File: config.mk
export PLATFORM = sky130hd
export DESIGN_NAME = char_lcd_4bit_backpack_emulator_core
export DESIGN_NICKNAME = d
export VERILOG_FILES = /design/src/hdl/clcd_pkg.sv /design/src/hdl/char_lcd_4bit_backpack_emulator_core.sv /design/src/hdl/clcd_ram.sv
export SDC_FILE = /design/constraint.sdc
export NUM_CORES = 2
export LEC_CHECK = 0
export BUFFER_PORTS_ARGS = -buffer_cell sky130_fd_sc_hd__buf_2
export CAP_MARGIN = 20
export CORE_ASPECT_RATIO = 0.9
export CORE_MARGIN = 5
export CORE_UTILIZATION = 57
export DETAILED_ROUTE_END_ITERATION = 10
export GPL_ROUTABILITY_DRIVEN = 0
export PLACE_DENSITY = 0.72
export SLEW_MARGIN = 5
export SYNTH_ARGS = -nofsm -noshare
export SYNTH_HDL_FRONTEND = slang
export SYNTH_HIERARCHICAL = 1
export SYNTH_SLANG_ARGS = --single-unit
File: constraint.sdc
create_clock -name clk_i -period 7.7 [get_ports clk_i]
set_input_delay 0.77 -clock clk_i [delete_from_list [all_inputs] [get_ports clk_i]]
set_output_delay 0.77 -clock clk_i [all_outputs]
set_load 0.1 [all_outputs]
File: src/hdl/clcd_pkg.sv
package clcd_pkg;

  localparam int TEXT_ROWS   = 4;
  localparam int MAX_COLUMNS = 40;
  localparam int STORE_DEPTH = TEXT_ROWS * MAX_COLUMNS;
  localparam int IDX_W       = $clog2(STORE_DEPTH);

  localparam logic [6:0] ADDR_WRAP  = 7'h68;
  localparam logic [6:0] LINE0_END  = 7'h28;
  localparam logic [6:0] LINE1_BASE = 7'h40;
  localparam logic [5:0] FOLD_COL   = 6'd20;
  localparam logic [2:0] FOLD_ROWS  = 3'd4;
  localparam logic [5:0] COLS_RESET = 6'd20;
  localparam logic [7:0] CHAR_SPACE = 8'h20;
  localparam logic [8:0] ACC_EMPTY  = 9'h001;

  typedef enum logic [1:0] {
    ST_IDLE,
    ST_READ,
    ST_CLEAR
  } state_e;

  typedef struct packed {
    logic       cmd;
    logic [7:0] bus_byte;
    logic [1:0] read_row;
    logic [5:0] read_col;
  } req_t;

  typedef struct packed {
    logic [7:0] cell_char;
    logic       display_on;
    logic [5:0] column_count;
    logic [6:0] cursor_address;
  } res_t;

  function automatic logic [IDX_W-1:0] cell_index(input logic [1:0] row,
                                                  input logic [5:0] col);
    cell_index = IDX_W'(IDX_W'(row) * IDX_W'(MAX_COLUMNS)) + IDX_W'(col);
  endfunction

  function automatic logic cell_in_range(input logic [1:0] row, input logic [5:0] col);
    cell_in_range = ({1'b0, row} < 3'(TEXT_ROWS)) && (col < 6'(MAX_COLUMNS));
  endfunction

endpackage

File: src/hdl/char_lcd_4bit_backpack_emulator_core.sv
// Channel   Ports                              Handshake
// request   start, busy, req_i                 taken when start && !busy
// result    done_o, res_o                      one-cycle strobe, no stall
// config    cfg_we_i, cfg_wdata_i              written when cfg_we_i
//
// Expander byte: result strobed the cycle after the request, unless it starts a clear.
// Cell read: the registered text RAM read lands in ST_READ, which registers the result.
// Clear command: ST_CLEAR writes all STORE_DEPTH RAM entries, one RAM entry per cycle.
// After reset the store reads as zero through per-entry valid bits.
// The receiver cannot stall; busy only covers cell reads and clears.
module char_lcd_4bit_backpack_emulator_core (
  input  logic               clk_i,
  input  logic               rst_ni,
  input  logic               start,
  output logic               busy,
  input  clcd_pkg::req_t     req_i,
  output logic               done_o,
  output clcd_pkg::res_t     res_o,
  input  logic               cfg_we_i,
  input  logic [2:0]         cfg_wdata_i
);

  localparam int IW = clcd_pkg::IDX_W;

  clcd_pkg::state_e state_q, state_d;

  logic [2:0]  row_cnt_q;
  logic [6:0]  ddram_q, ddram_d;
  logic [8:0]  acc_q, acc_d;
  logic        rs_q, rs_d;
  logic [5:0]  cols_q, cols_d;
  logic        bl_q, bl_d;
  logic [IW-1:0] clr_q, clr_d;
  logic [clcd_pkg::STORE_DEPTH-1:0] valid_q;
  logic        rd_ok_q, rd_ok_d;
  logic        vld_rd_q, vld_rd_d;
  clcd_pkg::res_t res_q, res_d;
  logic        done_q, done_d;

  logic        accept;
  logic        clear_go;
  logic        wr_go;
  logic [IW-1:0] wr_idx;
  logic [7:0]  wr_data;
  logic [IW-1:0] rd_idx;
  logic        rd_ok;
  logic [8:0]  acc_base, acc_n;
  logic [6:0]  a1, a2;
  logic [5:0]  dcol;
  logic [1:0]  drow;
  logic [5:0]  ncol;
  logic [7:0]  cbyte;

  logic          ram_we;
  logic [IW-1:0] ram_waddr;
  logic [7:0]    ram_wdata;
  logic [7:0]    ram_rdata;

  assign accept = start && !busy;
  assign rd_idx = clcd_pkg::cell_index(req_i.read_row, req_i.read_col);
  assign rd_ok  = clcd_pkg::cell_in_range(req_i.read_row, req_i.read_col);

  // byte decode, read and clear results, and register update
  always_comb begin
    ddram_d  = ddram_q;
    acc_d    = acc_q;
    rs_d     = rs_q;
    cols_d   = cols_q;
    bl_d     = bl_q;
    clr_d    = clr_q;
    rd_ok_d  = rd_ok_q;
    vld_rd_d = vld_rd_q;
    res_d    = res_q;
    done_d   = 1'b0;
    clear_go = 1'b0;
    wr_go    = 1'b0;
    acc_base = acc_q;
    acc_n    = acc_q;
    wr_data  = acc_n[7:0];
    cbyte    = acc_n[7:0];
    a1       = (ddram_q >= clcd_pkg::ADDR_WRAP) ? 7'd0 : ddram_q;
    a2       = (a1 >= clcd_pkg::LINE0_END && a1 < clcd_pkg::LINE1_BASE) ?
               clcd_pkg::LINE1_BASE : a1;
    dcol     = a2[5:0];
    drow     = {1'b0, a2[6]};
    if (row_cnt_q == clcd_pkg::FOLD_ROWS && dcol >= clcd_pkg::FOLD_COL) begin
      dcol = dcol - clcd_pkg::FOLD_COL;
      drow = drow + 2'd2;
    end
    wr_idx = clcd_pkg::cell_index(drow, dcol);
    ncol   = (dcol >= 6'(clcd_pkg::MAX_COLUMNS)) ? 6'(clcd_pkg::MAX_COLUMNS) : dcol + 6'd1;

    if (accept && !req_i.cmd) begin
      if (req_i.bus_byte[2:1] == 2'b10) begin
        bl_d = req_i.bus_byte[3];
        rs_d = req_i.bus_byte[0];
        if (rs_d != rs_q) begin
          acc_base = clcd_pkg::ACC_EMPTY;
        end
        acc_n = {acc_base[4:0], req_i.bus_byte[7:4]};
        acc_d = acc_n;
        cbyte = acc_n[7:0];
        if (acc_n[8]) begin
          acc_d = clcd_pkg::ACC_EMPTY;
          if (rs_d) begin
            wr_data = cbyte;
            wr_go   = clcd_pkg::cell_in_range(drow, dcol);
            ddram_d = a2 + 7'd1;
            if (dcol >= cols_q) begin
              cols_d = ncol;
            end
          end else if (cbyte[7]) begin
            ddram_d = cbyte[6:0];
          end else if (cbyte[6] || (cbyte[5:2] != 4'd0)) begin
            ddram_d = ddram_q;
          end else if (cbyte[1]) begin
            ddram_d = 7'd0;
          end else if (cbyte[0]) begin
            ddram_d  = 7'd0;
            clear_go = 1'b1;
            clr_d    = '0;
          end
        end
      end
      res_d  = '{cell_char: 8'd0, display_on: bl_d, column_count: cols_d,
                 cursor_address: ddram_d};
      done_d = !clear_go;
    end

    if (accept && req_i.cmd) begin
      rd_ok_d  = rd_ok;
      vld_rd_d = rd_ok ? valid_q[rd_idx] : 1'b0;
    end

    if (state_q == clcd_pkg::ST_READ) begin
      res_d  = '{cell_char: (rd_ok_q && vld_rd_q) ? ram_rdata : 8'd0,
                 display_on: bl_q, column_count: cols_q, cursor_address: ddram_q};
      done_d = 1'b1;
    end

    if (state_q == clcd_pkg::ST_CLEAR) begin
      clr_d = clr_q + IW'(1);
      if (clr_q == IW'(clcd_pkg::STORE_DEPTH - 1)) begin
        res_d  = '{cell_char: 8'd0, display_on: bl_q, column_count: cols_q,
                   cursor_address: ddram_q};
        done_d = 1'b1;
      end
    end
  end

  always_comb begin
    state_d = state_q;
    unique case (state_q)
      clcd_pkg::ST_IDLE: begin
        if (accept && req_i.cmd) begin
          state_d = clcd_pkg::ST_READ;
        end else if (clear_go) begin
          state_d = clcd_pkg::ST_CLEAR;
        end
      end
      clcd_pkg::ST_READ: begin
        state_d = clcd_pkg::ST_IDLE;
      end
      clcd_pkg::ST_CLEAR: begin
        if (clr_q == IW'(clcd_pkg::STORE_DEPTH - 1)) begin
          state_d = clcd_pkg::ST_IDLE;
        end
      end
      default: begin
        state_d = clcd_pkg::ST_IDLE;
      end
    endcase
  end

  always_comb begin
    busy      = 1'b1;
    ram_we    = 1'b0;
    ram_waddr = wr_idx;
    ram_wdata = wr_data;
    unique case (state_q)
      clcd_pkg::ST_IDLE: begin
        busy   = 1'b0;
        ram_we = wr_go;
      end
      clcd_pkg::ST_READ: begin
        busy = 1'b1;
      end
      clcd_pkg::ST_CLEAR: begin
        ram_we    = 1'b1;
        ram_waddr = clr_q;
        ram_wdata = clcd_pkg::CHAR_SPACE;
      end
      default: begin
        busy = 1'b1;
      end
    endcase
  end

  clcd_ram #(
    .WIDTH(8),
    .DEPTH(clcd_pkg::STORE_DEPTH)
  ) u_text_ram (
    .clk_i  (clk_i),
    .we_i   (ram_we),
    .waddr_i(ram_waddr),
    .wdata_i(ram_wdata),
    .raddr_i(rd_idx),
    .rdata_o(ram_rdata)
  );

  always_ff @(posedge clk_i or negedge rst_ni) begin
    if (!rst_ni) begin
      state_q   <= clcd_pkg::ST_IDLE;
      row_cnt_q <= clcd_pkg::FOLD_ROWS;
      ddram_q   <= 7'd0;
      acc_q     <= clcd_pkg::ACC_EMPTY;
      rs_q      <= 1'b0;
      cols_q    <= clcd_pkg::COLS_RESET;
      bl_q      <= 1'b0;
      clr_q     <= '0;
      valid_q   <= '0;
      rd_ok_q   <= 1'b0;
      vld_rd_q  <= 1'b0;
      done_q    <= 1'b0;
    end else begin
      state_q  <= state_d;
      ddram_q  <= ddram_d;
      acc_q    <= acc_d;
      rs_q     <= rs_d;
      cols_q   <= cols_d;
      bl_q     <= bl_d;
      clr_q    <= clr_d;
      rd_ok_q  <= rd_ok_d;
      vld_rd_q <= vld_rd_d;
      done_q   <= done_d;
      if (cfg_we_i) begin
        row_cnt_q <= cfg_wdata_i;
      end
      if (ram_we) begin
        valid_q[ram_waddr] <= 1'b1;
      end
    end
  end

  always_ff @(posedge clk_i) begin
    res_q <= res_d;
  end

  assign done_o = done_q;
  assign res_o  = res_q;

endmodule

File: src/hdl/clcd_ram.sv
module clcd_ram #(
  parameter int WIDTH = 8,
  parameter int DEPTH = 160
) (
  input  logic                     clk_i,
  input  logic                     we_i,
  input  logic [$clog2(DEPTH)-1:0] waddr_i,
  input  logic [WIDTH-1:0]         wdata_i,
  input  logic [$clog2(DEPTH)-1:0] raddr_i,
  output logic [WIDTH-1:0]         rdata_o
);

  logic [WIDTH-1:0] mem_q [DEPTH];

  always_ff @(posedge clk_i) begin
    if (we_i) begin
      mem_q[waddr_i] <= wdata_i;
    end
    rdata_o <= mem_q[raddr_i];
  end

endmodule

==> flow_summary.json <==
{
  "setup_ws_ns": 1.36,
  "syn-num-nets": 3524,
  "initial_core_util_pct": 57.2,
  "synth_xor_area_share_pct": 0.198,
  "cap_violations": 0,
  "ys_ff_latch": 1509,
  "ant_nets": 0,
  "setup_tns_ns": 0,
  "yosys-top-cells-count": "1280 x edfxtp_1, 256 x nor2_1, 253 x mux4_2, 195 x dfrtp_1, 184 x mux2i_1",
  "crit_path_cell_trace": "o21ai_1, and2_1, inv_1, ha_1, a21bo_2, nand4_1, a21oi_1, ha_1, a31oi_1, a21oi_1, a311oi_1, or2_2, inv_2, nor2_1, nand4_1, nor2_1",
  "critPathKind": "flip-flop to flip-flop",
  "synth_fa_ha_area_share_pct": 0.400,
  "p_int_uw": 13200,
  "cts_setup_buffers": 0,
  "fmax_mhz": 158,
  "vias_per_cell": 6.74,
  "grt_pass1_vias": 32900,
  "yosys.area.top_type": "edfxtp_1",
  "portBuffers": 47,
  "fill_cells": 7256,
  "core_um2": 107000,
  "crit_family": "simple AND/OR/NAND/NOR gates",
  "clkTransAtPathRegs_ns": 0.06,
  "worst-endpoint-arrival_ns": 6.71,
  "power.share.combinational_pct": 4.0,
  "power.leakage_uw": 0.0202,
  "grt_antenna_before_repair": 9,
  "maxSlewHeadroom_pct": 19.3,
  "h-tree-depth": 4,
  "power_density_nw_per_um2": 247,
  "critPathBufInv": 2,
  "die_w_um": 356,
  "reg2regPathDepth": 16,
  "slowest_stage": "nor2_1",
  "dp_hpwl_um": 96800,
  "clock_sinks": 1509,
  "switching_power_uw": 3550,
  "synth_edf_count": 1280,
  "crit_path_max_fanout": 16,
  "worstSetupStartpoint": "ddram_q[3]",
  "synth_ff_type": "edfxtp_1",
  "setup_viol": 0,
  "rsz0062_at_grt": "no",
  "rows": 114,
  "ys_types": 81,
  "grt_max_degree": 161,
  "cts_tree": "yes",
  "finalCritPeriodShare_pct": 82.3,
  "synth_top_family_by_area": "multiplexers",
  "insertion_delay_ns": 0.77,
  "fin_skew_ns": 0.0367,
  "synth.mux.area_fraction_pct": 14.2,
  "die_y_um": 321,
  "post_drt_wl_per_cell_um": 31.2,
  "die-area_um2": 114000,
  "synth.top_cell.area_share_pct": 62.7,
  "crit_required_ns": 8.08,
  "overflow": 0,
  "finalCriticalPeriod_ns": 6.34,
  "seq_area_um2": 44000,
  "syn_area_per_cell_um2": 17.6,
  "r2r-start": "ddram_q[3]",
  "synth_area_um2": 61300,
  "synthSimpleGateAreaFrac_pct": 4.98,
  "sw_frac_of_total_pct": 21.2,
  "p_clk_share_pct": 43.7,
  "worstMarginPinSlew_ns": 1.21,
  "multi_input_area_um2": 16100,
  "cp-start-kind": "flip-flop",
  "yosys_warnings": 6,
  "synth_compound_area_share_pct": 6.34,
  "crit_cells": 16,
  "post_cts_resized": 0,
  "grt_pass1_wl_um": 232000,
  "ir_drop_uv": 259,
  "io_pins": 48,
  "numCtsBuffers": 146,
  "drt_wl_total_um": 159000,
  "async_reset_ff_share_pct": 13.2,
  "synthTopCellsByArea": "edfxtp_1 63%, mux4_2 9.3%, dfrtp_1 8.0%",
  "root_buffer": "clkbuf_16",
  "route.detailed.drc": 0,
  "first_pass_iters": 6,
  "track_usage_pct": 27.9,
  "syn_inst": 3481,
  "vias": 34400,
  "min_path_type": "input pin to asynchronous set/reset pin",
  "cpPeakStageDelay_ns": 0.97,
  "areaGrowthSynthToFinish_pct": 10.7,
  "clk_path_buf_depth": 3,
  "hold_viol_final": 0,
  "yosysMostFrequentCell": "edfxtp_1",
  "pwr-share-seq_pct": 52.3,
  "drive_gt1_share_pct": 18.5,
  "drt_iter0_markers": 5668,
  "endpoint_kind": "flip-flop",
  "slew_violations": 0,
  "final_nets": 3579,
  "ys_seq_area_share_pct": 71.8,
  "dp_slack_ns": 1.57,
  "outcome": "finished clean",
  "cts_hold_buf": 0
}
==> per-stage QoR <==
stage                     instance area [um^2]  hold slack, ns  total power (uW)  std cells  utilization (%)
after floorplan                          61300           0.420              9370       3481                -
after global placement                   62900           0.425              9600       4831             58.7
after detailed placement                 62900           0.426              9600       4834             58.7
after CTS                                67800           0.140             16900       5104             63.3
after global routing                     67900           0.193             17300       5108             63.4
final                                    67900           0.125             16800       5113             63.4
==> power by group through the flow <==
| stage | logic (uW) | clock network [uW] | registers (uW) |
|---|---|---|---|
| 2_1_floorplan | 431 | 0 | 8940 |
| 3_3_place_gp | 647 | 0 | 8950 |
| 3_5_place_dp | 654 | 0 | 8950 |
| 4_1_cts | 656 | 7430 | 8780 |
| 5_1_grt | 702 | 7800 | 8770 |
| 6_report | 673 | 7340 | 8780 |
==> state kept, by name, summed over array words and instances (netlist names) <==
signal / count
acc_q: 8
bl_q: 1
clr_q: 8
cols_q: 6
ddram_q: 7
done_o: 1
rd_ok_q: 1
res_o: 22
row_cnt_q: 3
rs_q: 1
state_q: 2
u_text_ram/mem_q: 1280
u_text_ram/rdata_o: 8
valid_q: 160
vld_rd_q: 1
==> placed cells by master, fill, tap and decap left out, types with 22 or more instances in the layout <==
cell type / netlist / routed
o21bai_1: 100 / 100
mux4_2: 253 / 253
dfxtp_1: 30 / 30
mux4_1: 25 / 25
nand4_1: 26 / 26
nor2b_1: 34 / 33
nand2_1: 137 / 136
nand3_1: 66 / 66
dfrtp_1: 195 / 195
buf_4: 16 / 45
a22oi_1: 31 / 31
buf_2: 36 / 43
edfxtp_1: 1280 / 1280
mux2i_1: 184 / 184
mux2_2: 44 / 44
o221ai_1: 41 / 41
a21oi_1: 63 / 63
a21o_1: 64 / 64
o22ai_1: 55 / 55
nor3_1: 60 / 60
clkinv_2: 0 / 32
nor2_1: 256 / 249
clkbuf_16: 0 / 150
inv_1: 28 / 28
clkbuf_1: 96 / 22
o21ai_0: 49 / 49
==> cell families after synthesis <==
kind of cell               after synthesis
DFF                                   1509
and+or+nand+nor                        657
muxes                                  506
AOI/OAI and AO/OA                      544
adders and majority gates               19
buffers and inverters                  233
xor gates and xnor gates                13
==> per-layer routing <==
metal | up-vias | GRT usage (%) | wire, um | part of all wire (%)
met5 | - | 0 | 36 | 0.023
met4 | 6 | 9.32 | 5700 | 3.6
met3 | 348 | 7.34 | 19500 | 12
met2 | 2327 | 39.4 | 68600 | 43
met1 | 17600 | 43.0 | 65400 | 41
li1 | 14100 | - | - | -
==> worst reg2reg max path, cell delays in order (launching register included) <==
cell and delay (ns):
dfrtp_1 0.47, o21ai_1 0.51, and2_1 0.31, inv_1 0.09, ha_1 0.27, a21bo_2 0.24, nand4_1 0.11, a21oi_1 0.52
ha_1 0.39, a31oi_1 0.20, a21oi_1 0.06, a311oi_1 0.32, or2_2 0.23, inv_2 0.13, nor2_1 0.24, nand4_1 0.89
nor2_1 0.97
==> final timing paths <==
kind / slack [ns] / end
worst max-delay path: 1.36 / u_text_ram/mem_q[49][5]
worst min-delay path: 0.12 / valid_q[107]
worst max register to register: 1.36 / u_text_ram/mem_q[49][5]
worst min register to register: 0.44 / res_o[16]
max in group asynchronous: 5.79 / acc_q[6]
min in group clk_i: 0.27 / row_cnt_q[1]
==> layout make-up <==
cell class	count	share of cell area (%)
Clock buffer	179	5.79
Timing Repair Buffer	107	1.29
Tap cell	1450	2.67
Inverter	33	0.182
Sequential cell	1509	64.9
Antenna cell	5	0.0184
Multi-Input combinational cell	1739	23.7
Clock inverter	91	1.49
(Power assumes the default switching activity.)
